`src/tabv_pkg.sv`:
```
package tabv_pkg;

  // field_count saturates here
  localparam int FC_W = 10;
  localparam logic [FC_W-1:0] COUNT_CAP = 10'd1023;

  localparam int OUT_BITS = 91;
  localparam int OUT_W    = 96;

  // first member sits in the top bits, so record_ok lands in bit 0
  typedef struct packed {
    logic [8:0]  argument_length;
    logic [6:0]  project_length;
    logic [6:0]  job_length;
    logic [2:0]  command_code;
    logic [31:0] revision;
    logic [31:0] generation;
    logic        record_ok;
  } tabv_res_t;

endpackage

```
`src/tabv_core.sv`:
```
module tabv_core #(
  parameter int MAX_RECORD = 1024,
  parameter int ID_MAX     = 64,
  parameter int ARG_MAX    = 511
) (
  input  logic                clk,
  input  logic                rst_n,
  input  logic                step,      // consume the byte below this cycle
  input  logic [7:0]          byte_in,
  input  logic                last_in,
  output tabv_pkg::tabv_res_t res
);
  import tabv_pkg::*;

  localparam int RC_W = $clog2(MAX_RECORD + 1);
  localparam int KW_COUNT = 7;

  localparam logic [7:0] CH_NUL   = 8'h00;
  localparam logic [7:0] CH_TAB   = 8'h09;
  localparam logic [7:0] CH_LF    = 8'h0A;
  localparam logic [7:0] CH_CR    = 8'h0D;
  localparam logic [7:0] CH_DASH  = 8'h2D;
  localparam logic [7:0] CH_UNDER = 8'h5F;

  localparam logic [7:0] HEAD_TEXT [3] = '{8'h52, 8'h44, 8'h31};  // R D 1

  localparam logic [7:0] KW_TEXT [KW_COUNT][9] = '{
    '{"P", "R", "E", "F", "L", "I", "G", "H", "T"},
    '{"S", "T", "A", "R", "T", 8'h00, 8'h00, 8'h00, 8'h00},
    '{"S", "T", "O", "P", 8'h00, 8'h00, 8'h00, 8'h00, 8'h00},
    '{"C", "A", "N", "C", "E", "L", 8'h00, 8'h00, 8'h00},
    '{"P", "U", "B", "L", "I", "S", "H", 8'h00, 8'h00},
    '{"R", "E", "L", "E", "A", "S", "E", 8'h00, 8'h00},
    '{"E", "X", "I", "T", 8'h00, 8'h00, 8'h00, 8'h00, 8'h00}
  };
  localparam logic [FC_W-1:0] KW_LEN [KW_COUNT] = '{
    10'd9, 10'd5, 10'd4, 10'd6, 10'd7, 10'd7, 10'd4
  };

  localparam logic [FC_W-1:0] ID_LIM  = FC_W'(ID_MAX);
  localparam logic [FC_W-1:0] ARG_LIM = FC_W'(ARG_MAX);
  localparam logic [RC_W:0]   REC_LIM = (RC_W+1)'(MAX_RECORD);

  logic [2:0]      field_number_r, field_number_nxt;
  logic [FC_W-1:0] field_count_r,  field_count_nxt;
  logic [RC_W-1:0] record_count_r, record_count_nxt;
  logic [31:0]     number_accum_r, number_accum_nxt;
  logic            fault_r,        fault_nxt;
  logic [6:0]      kw_alive_r,     kw_alive_nxt;
  logic [31:0]     held_gen_r,     held_gen_nxt;
  logic [6:0]      held_job_r,     held_job_nxt;
  logic [6:0]      held_proj_r,    held_proj_nxt;

  logic [RC_W:0]  rec_plus;
  logic           is_digit, is_ident, ok;
  logic [35:0]    times_ten;
  logic [6:0]     kw_hit, kw_len_ok;
  logic           end_ok;
  logic [2:0]     code;

  always_comb begin
    is_digit = (byte_in >= 8'd48) && (byte_in <= 8'd57);
    is_ident = is_digit || ((byte_in >= 8'd65) && (byte_in <= 8'd90)) ||
               ((byte_in >= 8'd97) && (byte_in <= 8'd122)) ||
               (byte_in == CH_UNDER) || (byte_in == CH_DASH);
    // accum * 10 + digit as two shifted adds
    times_ten = {1'b0, number_accum_r, 3'b000} + {3'b000, number_accum_r, 1'b0} +
                {32'd0, byte_in[3:0]};
    for (int k = 0; k < KW_COUNT; k++) begin
      kw_hit[k]    = (field_count_r < KW_LEN[k]) &&
                     (KW_TEXT[k][field_count_r[3:0]] == byte_in);
      kw_len_ok[k] = (KW_LEN[k] == field_count_r);
    end
  end

  always_comb begin
    field_number_nxt = field_number_r;
    field_count_nxt  = field_count_r;
    record_count_nxt = record_count_r;
    number_accum_nxt = number_accum_r;
    fault_nxt        = fault_r;
    kw_alive_nxt     = kw_alive_r;
    held_gen_nxt     = held_gen_r;
    held_job_nxt     = held_job_r;
    held_proj_nxt    = held_proj_r;
    rec_plus         = {1'b0, record_count_r} + 1'b1;
    ok               = 1'b1;

    if (!fault_r) begin
      if (rec_plus >= REC_LIM) begin
        fault_nxt = 1'b1;
      end else begin
        record_count_nxt = rec_plus[RC_W-1:0];
        if ((byte_in == CH_NUL) || (byte_in == CH_CR) || (byte_in == CH_LF)) begin
          fault_nxt = 1'b1;
        end else if (byte_in == CH_TAB) begin
          // close the current field
          case (field_number_r)
            3'd0: begin
              ok = (field_count_r == 10'd3);
            end
            3'd1: begin
              ok = (field_count_r != '0);
              held_job_nxt = field_count_r[6:0];
            end
            3'd2: begin
              ok = (field_count_r != '0);
              held_proj_nxt = field_count_r[6:0];
            end
            3'd3: begin
              ok = (field_count_r != '0);
              held_gen_nxt = number_accum_r;
              number_accum_nxt = '0;
            end
            3'd4: begin
              ok = (field_count_r != '0);
            end
            3'd5: begin
              kw_alive_nxt = kw_alive_r & kw_len_ok;
              ok = |(kw_alive_r & kw_len_ok);
            end
            3'd6: begin
              ok = 1'b0;  // a seventh tab
            end
            default: begin
              ok = 1'b0;
            end
          endcase
          if (ok) begin
            field_number_nxt = field_number_r + 3'd1;
            field_count_nxt  = '0;
          end else begin
            fault_nxt = 1'b1;
          end
        end else begin
          case (field_number_r)
            3'd0: begin
              ok = (field_count_r < 10'd3) && (HEAD_TEXT[field_count_r[1:0]] == byte_in);
            end
            3'd1, 3'd2: begin
              ok = is_ident && (field_count_r < ID_LIM);
            end
            3'd3, 3'd4: begin
              ok = is_digit && (times_ten[35:32] == 4'd0);
              number_accum_nxt = times_ten[31:0];
            end
            3'd5: begin
              kw_alive_nxt = kw_alive_r & kw_hit;
              ok = |(kw_alive_r & kw_hit);
            end
            default: begin
              ok = (field_count_r < ARG_LIM);
            end
          endcase
          if (!ok) begin
            fault_nxt = 1'b1;
          end else if (field_count_r < COUNT_CAP) begin
            field_count_nxt = field_count_r + 1'b1;
          end
        end
      end
    end
  end

  // end-of-record check and result
  always_comb begin
    end_ok = !fault_nxt && (field_number_nxt == 3'd6) && (field_count_nxt <= ARG_LIM);
    code = 3'd0;
    for (int k = 0; k < KW_COUNT; k++) begin
      if (kw_alive_nxt[k]) begin
        code = 3'(k);
      end
    end
    res = '0;
    if (end_ok) begin
      res.record_ok       = 1'b1;
      res.generation      = held_gen_nxt;
      res.revision        = number_accum_nxt;
      res.command_code    = code;
      res.job_length      = held_job_nxt;
      res.project_length  = held_proj_nxt;
      res.argument_length = field_count_nxt[8:0];
    end
  end

  always_ff @(posedge clk) begin
    if (!rst_n || (step && last_in)) begin
      field_number_r <= '0;
      field_count_r  <= '0;
      record_count_r <= '0;
      number_accum_r <= '0;
      fault_r        <= 1'b0;
      kw_alive_r     <= '1;
      held_gen_r     <= '0;
      held_job_r     <= '0;
      held_proj_r    <= '0;
    end else if (step) begin
      field_number_r <= field_number_nxt;
      field_count_r  <= field_count_nxt;
      record_count_r <= record_count_nxt;
      number_accum_r <= number_accum_nxt;
      fault_r        <= fault_nxt;
      kw_alive_r     <= kw_alive_nxt;
      held_gen_r     <= held_gen_nxt;
      held_job_r     <= held_job_nxt;
      held_proj_r    <= held_proj_nxt;
    end
  end

endmodule

```
`src/tab_record_validator.sv`:
```
// Channel | Dir | Handshake                     | Contents
// in_     | in  | in_tvalid / in_tready         | tdata: byte_value; tlast: last_byte
// out_    | out | out_tvalid / out_tready       | tdata: one result word per record
//
// One byte is taken every cycle unless a last byte waits in the input register.
// The single parse stage after that register sets the rate; the result word is
// registered, with out_tvalid, as a record's last byte passes the parse stage.
// Reset is synchronous (rst_n low) and clears the parser state and both valid
// flags. While a result word waits on out_tready, bytes that are not the last
// of a record keep flowing; only a last byte waits in the input register for
// the output register to free.
module tab_record_validator #(
  parameter int MAX_RECORD = 1024,  // 16 .. 4096
  parameter int ID_MAX     = 64,    // 1 .. 127
  parameter int ARG_MAX    = 511    // 0 .. 511
) (
  input  logic                        clk,
  input  logic                        rst_n,
  input  logic                        in_tvalid,
  output logic                        in_tready,
  input  logic [7:0]                  in_tdata,    // [7:0] byte_value
  input  logic                        in_tlast,    // last_byte
  output logic                        out_tvalid,
  input  logic                        out_tready,
  // [0] record_ok, [32:1] generation, [64:33] revision, [67:65] command_code,
  // [74:68] job_length, [81:75] project_length, [90:82] argument_length,
  // [95:91] zero
  output logic [tabv_pkg::OUT_W-1:0]  out_tdata
);
  import tabv_pkg::*;

  // input register
  logic       in_valid_r;
  logic [7:0] in_byte_r;
  logic       in_last_r;

  // output register
  logic       out_valid_r;
  tabv_res_t  out_res_r;

  tabv_res_t  res;
  logic       out_free;
  logic       advance;

  // a byte leaves the input register unless it closes a record and the
  // previous result word is still unclaimed
  assign out_free  = !out_valid_r || out_tready;
  assign advance   = in_valid_r && (!in_last_r || out_free);
  assign in_tready = !in_valid_r || advance;

  always_ff @(posedge clk) begin
    if (!rst_n) begin
      in_valid_r <= 1'b0;
    end else if (in_tvalid && in_tready) begin
      in_valid_r <= 1'b1;
    end else if (advance) begin
      in_valid_r <= 1'b0;
    end
  end

  always_ff @(posedge clk) begin
    if (in_tvalid && in_tready) begin
      in_byte_r <= in_tdata;
      in_last_r <= in_tlast;
    end
  end

  tabv_core #(
    .MAX_RECORD (MAX_RECORD),
    .ID_MAX     (ID_MAX),
    .ARG_MAX    (ARG_MAX)
  ) u_core (
    .clk     (clk),
    .rst_n   (rst_n),
    .step    (advance),
    .byte_in (in_byte_r),
    .last_in (in_last_r),
    .res     (res)
  );

  always_ff @(posedge clk) begin
    if (!rst_n) begin
      out_valid_r <= 1'b0;
    end else if (advance && in_last_r) begin
      out_valid_r <= 1'b1;
    end else if (out_tready) begin
      out_valid_r <= 1'b0;
    end
  end

  always_ff @(posedge clk) begin
    if (advance && in_last_r) begin
      out_res_r <= res;
    end
  end

  assign out_tvalid = out_valid_r;
  assign out_tdata  = {(OUT_W - OUT_BITS)'(0), out_res_r};

endmodule

```
`config.mk`:
```
export PLATFORM = sky130hd
export DESIGN_NAME = tab_record_validator
export DESIGN_NICKNAME = d
export VERILOG_FILES = /design/src/tabv_pkg.sv /design/src/tabv_core.sv /design/src/tab_record_validator.sv
export SDC_FILE = /design/constraint.sdc
export NUM_CORES = 1
export LEC_CHECK = 0
export ABC_AREA = 1
export BUFFER_PORTS_ARGS = -buffer_cell sky130_fd_sc_hd__clkbuf_2
export CAP_MARGIN = 40
export CORE_ASPECT_RATIO = 2
export CORE_MARGIN = 2
export CORE_UTILIZATION = 55
export DETAILED_ROUTE_END_ITERATION = 7
export GPL_ROUTABILITY_DRIVEN = 0
export PLACE_DENSITY = 0.74
export REMOVE_ABC_BUFFERS = 1
export SLEW_MARGIN = 20
export SYNTH_ARGS = -nofsm -noshare
export SYNTH_HDL_FRONTEND = slang
export SYNTH_SLANG_ARGS = --single-unit
```
`constraint.sdc`:
```
create_clock -name clk -period 7.5 [get_ports clk]
set_input_delay 0.375 -clock clk [delete_from_list [all_inputs] [get_ports clk]]
set_output_delay 0.375 -clock clk [all_outputs]
set_load 0.1 [all_outputs]
```
==> results of run 1 <==
[state kept, by name, summed over array words and instances (netlist names)]
| register | cells |
|---|---|
| u_core.held_gen_r | 32 |
| in_last_r | 1 |
| out_tvalid | 1 |
| out_tdata | 91 |
| in_byte_r | 8 |
| in_valid_r | 1 |
| u_core.held_job_r | 7 |
| u_core.record_count_r | 11 |
| u_core.field_count_r | 10 |
| u_core.fault_r | 1 |
| u_core.held_proj_r | 7 |
| u_core.kw_alive_r | 7 |
| u_core.number_accum_r | 32 |
| u_core.field_number_r | 3 |
[layout make-up]
class / instances / area, sq um
timing repair buffer: 123 / 741
fill: 2335 / 9600
clock inverter: 10 / 178
inverter: 296 / 1110
sequential: 212 / 5250
multi-input combinational: 1323 / 7080
clock buffer: 26 / 554
tap: 336 / 420
[per-stage QoR]
step	power, mW	cells	cell area (sq um)
5_1_grt	3.20	2326	15300
3_5_place_dp	1.94	2287	14500
3_3_place_gp	1.93	2281	14500
2_1_floorplan	1.79	1831	13400
6_report	3.08	2326	15300
4_1_cts	3.09	2323	15300
[how the worst max path moves through the flow]
stage                                 start                                    to  slack (ns)  cells after the start
floorplan           out_tvalid$_SDFFE_PN0P_  u_core.field_count_r[0]$_SDFFE_PP0P_        0.91                     10
global placement     in_byte_r[3]$_DFFE_PP_            out_tdata[1]$_SDFFCE_PN0P_        2.93                     23
detailed placement   in_byte_r[3]$_DFFE_PP_            out_tdata[1]$_SDFFCE_PN0P_        2.84                     23
CTS                  in_byte_r[3]$_DFFE_PP_            out_tdata[1]$_SDFFCE_PN0P_        2.83                     23
global route         in_byte_r[3]$_DFFE_PP_            out_tdata[1]$_SDFFCE_PN0P_        2.46                     24
finish               in_byte_r[3]$_DFFE_PP_            out_tdata[1]$_SDFFCE_PN0P_        2.83                     24
[logic make-up after synthesis]
| family | after synthesis | share of synthesized area (%) |
|---|---|---|
| buf+inv | 380 | 11.3 |
| simple gates | 848 | 26.7 |
| compound gates | 368 | 15.5 |
| flops | 212 | 37.8 |
| fa+ha+maj | 76 | 6.96 |
| other cells | 1 | 0.0270 |
| xor+xnor | 26 | 1.64 |
[critical path, stage by stage (launching register included)]
cell	delay (ns)
edfxtp_1	0.56
inv_2	0.18
fa_1	0.55
fa_1	0.50
nor2_1	0.17
o21ai_1	0.07
nand2_1	0.17
nand2_1	0.07
nand2_1	0.16
nand2_1	0.10
nand2_1	0.07
nand2_1	0.05
nand2_1	0.06
nand2_1	0.04
nor2_1	0.23
nor2_2	0.09
nor2_4	0.18
nand2_1	0.07
nand2_1	0.06
nand2_1	0.04
nand2_1	0.10
nand2_2	0.09
nand2_8	0.19
buf_16	0.37
nor2_1	0.07
[synthesized netlist by cell type, types with 4 or more instances]
master and count:
edfxtp_1 100, o211ai_1 73, dfxtp_1 112, inv_1 279, buf_2 14, o21ai_0 110
buf_8 4, buf_4 7, a22oi_1 6, buf_6 7, nor3_1 20, nand4_1 14
xor2_1 14, nand2_1 493, a31oi_1 8, buf_1 9, clkbuf_1 43, o21ai_1 29
nor2_4 4, nand2_2 5, xnor2_1 12, nand3b_1 4, a21oi_1 104, o22ai_1 16
inv_2 14, nand3_1 74, nor2_1 124, ha_1 74, nor2_2 95
[where the power goes]
| group | leakage (nW) | switching [mW] | internal (mW) |
|---|---|---|---|
| clock | 0.355 | 0.456 | 0.695 |
| sequential | 1.76 | 0.0477 | 1.26 |
| combinational | 4.99 | 0.465 | 0.158 |
[layer usage]
layer	GRT usage [%]	part of all wire, %	vias up	wire (um)
met1	27.9	33	5976	12600
met5	0	0	-	0
li1	-	-	6344	-
met3	3.47	4.9	172	1880
met2	55.1	55	463	21200
met4	19.4	7.2	0	2780
[layout by cell type, fill, tap and decap left out, types with 94 or more instances in the layout]
master	count
a21oi_1	104
clkbuf_2	105
dfxtp_1	112
edfxtp_1	100
inv_1	277
nand2_1	492
nor2_1	124
nor2_2	94
o21ai_0	110
==> reports/metrics.csv, run 1 <==
metric;value;unit
EDFF count, synth;100;
WL/cell;16.5;um
Most used DFF post-synth;dfxtp_1;
RR Endpoint;out_tdata[1]$_SDFFCE_PN0P_;
Synth Warn #;0;
Worst VDD drop;0.204;mV
via/cell ratio;5.57;
reg2reg setup slack;2.83;ns
fin crit period;4.67;ns
Lkg Pwr;7.11;nW
hold path startpoint;in_tdata[6];
Hold Path Stages;1;
antenna viol nets, final;0;
drt drc;0;
# rows;82;
Cells after Synth;1911;
maxcap violations;0;
synthesis-stage register bit count;212;
Worst Setup Path Type;reg2reg;
Rel. slew slack;45.8;%
CTS Sinks;212;
synth top area cells;edfxtp_1 (22%), dfxtp_1 (16%), nand2_1 (13%), inv_1 (7.6%), ha_1 (6.7%);
Seq/Total Area, Yosys;37.8;%
full die area;0.0266;sq mm
DPL Wire Length;28.0;mm
Std-Cell Core Area;0.0249;sq mm
Post-CTS Resized;0;
Setup Buffers After CTS;0;
vias in the first global route;12700;
GRT Total Usage;29.0;%
PortBufs;105;
via count;13000;
Worst Setup End Kind;register;
layout cells sized above 1;14.7;%
final hold violation count;0;
largest net degree at the start of global routing;92;
hold_ws;0.0300;ns
first-pass GRT wire length;61.3;mm
antenna violations before repair;0;
max-slew violation total from the final report;0;
most area-hungry cell type in the Yosys netlist;edfxtp_1;
endpoints failing setup;0;
pre-CTS setup slack;2.84;ns
Syn Area/Cell;7.26;sq um
crit start category;register;
DIE WIDTH;116;um
CTS tree;built;
Netlist cell types;51;
Initial Util;55.6;%
RSZ-0062 raised after global routing;false;
First DRT Iteration DRCs;834;
Hold Path Class;in2reg;
power per standard cell area;201;mW/mm^2
Setup WS post-layout;2.83;ns
hold_buf cts;0;
status;finished, final reports clean;
share of the synthesized area in the top cell type;21.7;%
CTS H-tree lvls;1;
drt first pass iters;7;
WP data arrival;4.93;ns
setup TNS;0;ns
Required @ worst endpoint;7.76;ns
Tightest Pin Transition;0.811;ns
root buffer cell;clkbuf_16;
Mapped Area;0.0139;sq mm
clock slew at reported path FFs;0.07;ns
Clk Latency, worst-skew pair;0.53;ns
Die Y;229;um
FF-to-FF path depth;24;
Diodes inserted;0;
WHS Endpoint;in_byte_r[6]$_DFFE_PP_;
highest clock rate;0.214;GHz
TritonCTS Buffers;20;
Layout Utilization;61.5;%
part of the cycle the worst path needs;62.3;%
GRT overflow;0;
I/O Pins;111;
WL final;38.5;mm
Layout Skew;0.0224;ns
Worst R2R Start;in_byte_r[3]$_DFFE_PP_;
Layout area overhead;10.5;%
net count reported at finish;2065;
clock buffer depth;3;
FFs w/ async S/R, synth;0;%
CP Max Fanout;76;
No activity file was read; power rests on OpenSTA's default activity.
==> run 2: changes to the inputs <==
- PLACE_DENSITY: 0.74 -> 0.77
- clock period: 7.5 -> 4 ns (I/O delays scaled with it)
==> reports/metrics.csv, run 2 (same netlist as run 1, synthesis figures left out) <==
metric;value;unit;change
Comb power frac;21.4;%;+1.2 points
final hold violation count;0;;unchanged
post-route cell area;0.0155;sq mm;+1.3%
clock slew at reported path FFs;0.07;ns;about the same
Post-Place Cell Area;0.0147;sq mm;+1.3%
drt first pass iters;5;;-2
Tightest Pin Transition;0.806;ns;-0.00521 ns
Worst VDD drop;0.324;mV;+59%
antenna viol nets, final;0;;unchanged
switching share of total power;32.6;%;+1.2 points
CTS Sinks;212;;unchanged
Diodes inserted;0;;unchanged
Die Y;229;um;unchanged
most frequent CP cell;nand2_1;;
Setup WS post-layout;0.193;ns;-2.64 ns
CTS tree;built;;
sequential power share;43.8;%;+1.4 points
I/O Pins;111;;unchanged
Clk Latency, worst-skew pair;0.52;ns;about the same
max FFs per register;91;;unchanged
Layout area overhead;12.0;%;
Setup Buffers After CTS;0;;unchanged
Worst Setup End Kind;register;;
status;finished, final reports clean;;
fin crit period;3.81;ns;-0.862 ns
via count;13200;;+1.9%
Critical Path Max Stage Delay;0.52;ns;-0.04 ns
largest net degree at the start of global routing;70;;-24%
CP cell instances;inv_1, fa_1, fa_1, inv_1, nand4_1, nand2_1, nand2_1, nand2_1, nand2_1, nand2_1, nand2_1, nand2_1, nand2_1, nor2_2, nor2_2, nor2_4, buf_4, nand2_2, a21oi_4, nand2_8, buf_12, nor2_2;;
GRT overflow;0;;unchanged
antenna violations before repair;0;;unchanged
via/cell ratio;5.59;;+0.39%
reg2reg setup slack;0.19;ns;-2.64 ns
most common cell after layout, fill and taps aside;nand2_1;;
Clock Power Share;34.8;%;-2.5 points
placed cells;2310;;+1.0%
Std-Cell Core Area;0.0249;sq mm;unchanged
Non-Filler Instances;2360;;+1.5%
Initial Util;55.6;%;unchanged
vias in the first global route;13200;;+3.8%
Hold Path Class;in2reg;;
clock buffer depth;3;;unchanged
# rows;82;;unchanged
pre-CTS setup slack;0.238;ns;-2.60 ns
max-slew violation total from the final report;0;;unchanged
root buffer cell;clkbuf_16;;
First DRT Iteration DRCs;870;;+4.3%
DPL Wire Length;28.6;mm;+2.3%
power per standard cell area;359;mW/mm^2;+79%
first-pass GRT wire length;62.8;mm;+2.5%
FF-to-FF path depth;22;;-8.3%
fill count;2219;;-5.0%
TritonCTS Buffers;21;;+5.0%
layout cells sized above 1;15.7;%;+0.94 points
Lkg Pwr;7.23;nW;+1.6%
CTS H-tree lvls;1;;unchanged
Required @ worst endpoint;4.36;ns;-3.40 ns
Hold Path Stages;4;;+3
DIE WIDTH;116;um;unchanged
WL/cell;16.5;um;-0.33%
net count reported at finish;2098;;+1.6%
Slowest-stage cell, CP;fa_1;;
Layout Skew;0.0263;ns;+0.00386 ns
commonest non-fill, non-tap cells in the layout;nand2_1 (491), inv_1 (277), nor2_1 (123);;
part of the cycle the worst path needs;95.2;%;+33 points
crit start category;register;;
drt drc;0;;unchanged
GRT Total Usage;29.7;%;+0.71 points
Worst Setup Path Type;reg2reg;;
Rel. slew slack;46.0;%;+0.23 points
CP Max Fanout;28;;-63%
highest clock rate;0.263;GHz;+23%
cell internal pwr;3.76;mW;+78%
full die area;0.0266;sq mm;unchanged
PortBufs;105;;unchanged
endpoints failing setup;0;;unchanged
WL final;38.9;mm;+1.1%
Layout Utilization;62.3;%;+0.80 points
maxcap violations;0;;unchanged
NetSw;1.82;mW;+88%
WP data arrival;4.17;ns;-0.76 ns
[run 2: final cells by class]
class / instances / area, sq um / share of cell area, %
Multi-Input combinational cell: 1323 / 7080 / 45.6
Clock buffer: 29 / 576 / 3.71
Tap cell: 336 / 420 / 2.71
Sequential cell: 212 / 5250 / 33.8
Inverter: 296 / 1110 / 7.17
Clock inverter: 9 / 87.6 / 0.564
Timing Repair Buffer: 155 / 1000 / 6.46
[run 2: per-stage QoR]
stage	TNS [ns]	power, mW	hold slack [ns]
final	0	5.58	0.0641
after detailed placement	0	3.65	0.379
after CTS	0	5.59	0.0487
after global routing	-0.00577	5.80	0.109
after floorplan	-437.60	3.36	0.299
after global placement	0	3.63	0.377
[run 2: final timing paths]
path,startpoint,to
worst max-delay path,u_core.number_accum_r[0]$_SDFFE_PP0P_,out_tdata[9]$_SDFFCE_PN0P_
worst min-delay path,out_tready,in_valid_r$_SDFFE_PN0P_
worst max register to register,u_core.number_accum_r[0]$_SDFFE_PP0P_,out_tdata[9]$_SDFFCE_PN0P_
worst min register to register,u_core.fault_r$_SDFFE_PP0P_,u_core.fault_r$_SDFFE_PP0P_
[run 2: power groups by stage]
stage	Sequential [mW]	Clock [mW]	Combinational (mW)
2_1_floorplan	2.71	0	0.648
3_3_place_gp	2.49	0	1.15
3_5_place_dp	2.49	0	1.16
4_1_cts	2.44	1.97	1.18
5_1_grt	2.46	2.04	1.30
6_report	2.45	1.94	1.20
[run 2: critical path: cells and delay by family (launching register included)]
kind,cells,cell delay [ns]
AOI/OAI and AO/OA,1,0.21
adders and majority gates,2,1.02
buffers and inverters,4,0.56
DFF,1,0.36
and+or+nand+nor,15,1.48
[run 2: routing by layer]
| metal | part of all wire [%] | GRT usage (%) | wire, um |
|---|---|---|---|
| met3 | 5.3 | 3.85 | 2060 |
| met1 | 33 | 28.7 | 12800 |
| met2 | 55 | 56.1 | 21200 |
| met5 | 0 | 0 | 0 |
| met4 | 7.4 | 19.9 | 2870 |
[run 2: repair_timing]
action,in CTS,in global routing
endpoints found under the setup margin,0,91
gates resized for setup,0,3
endpoints found under the hold margin,11,0
hold buffers,11,0
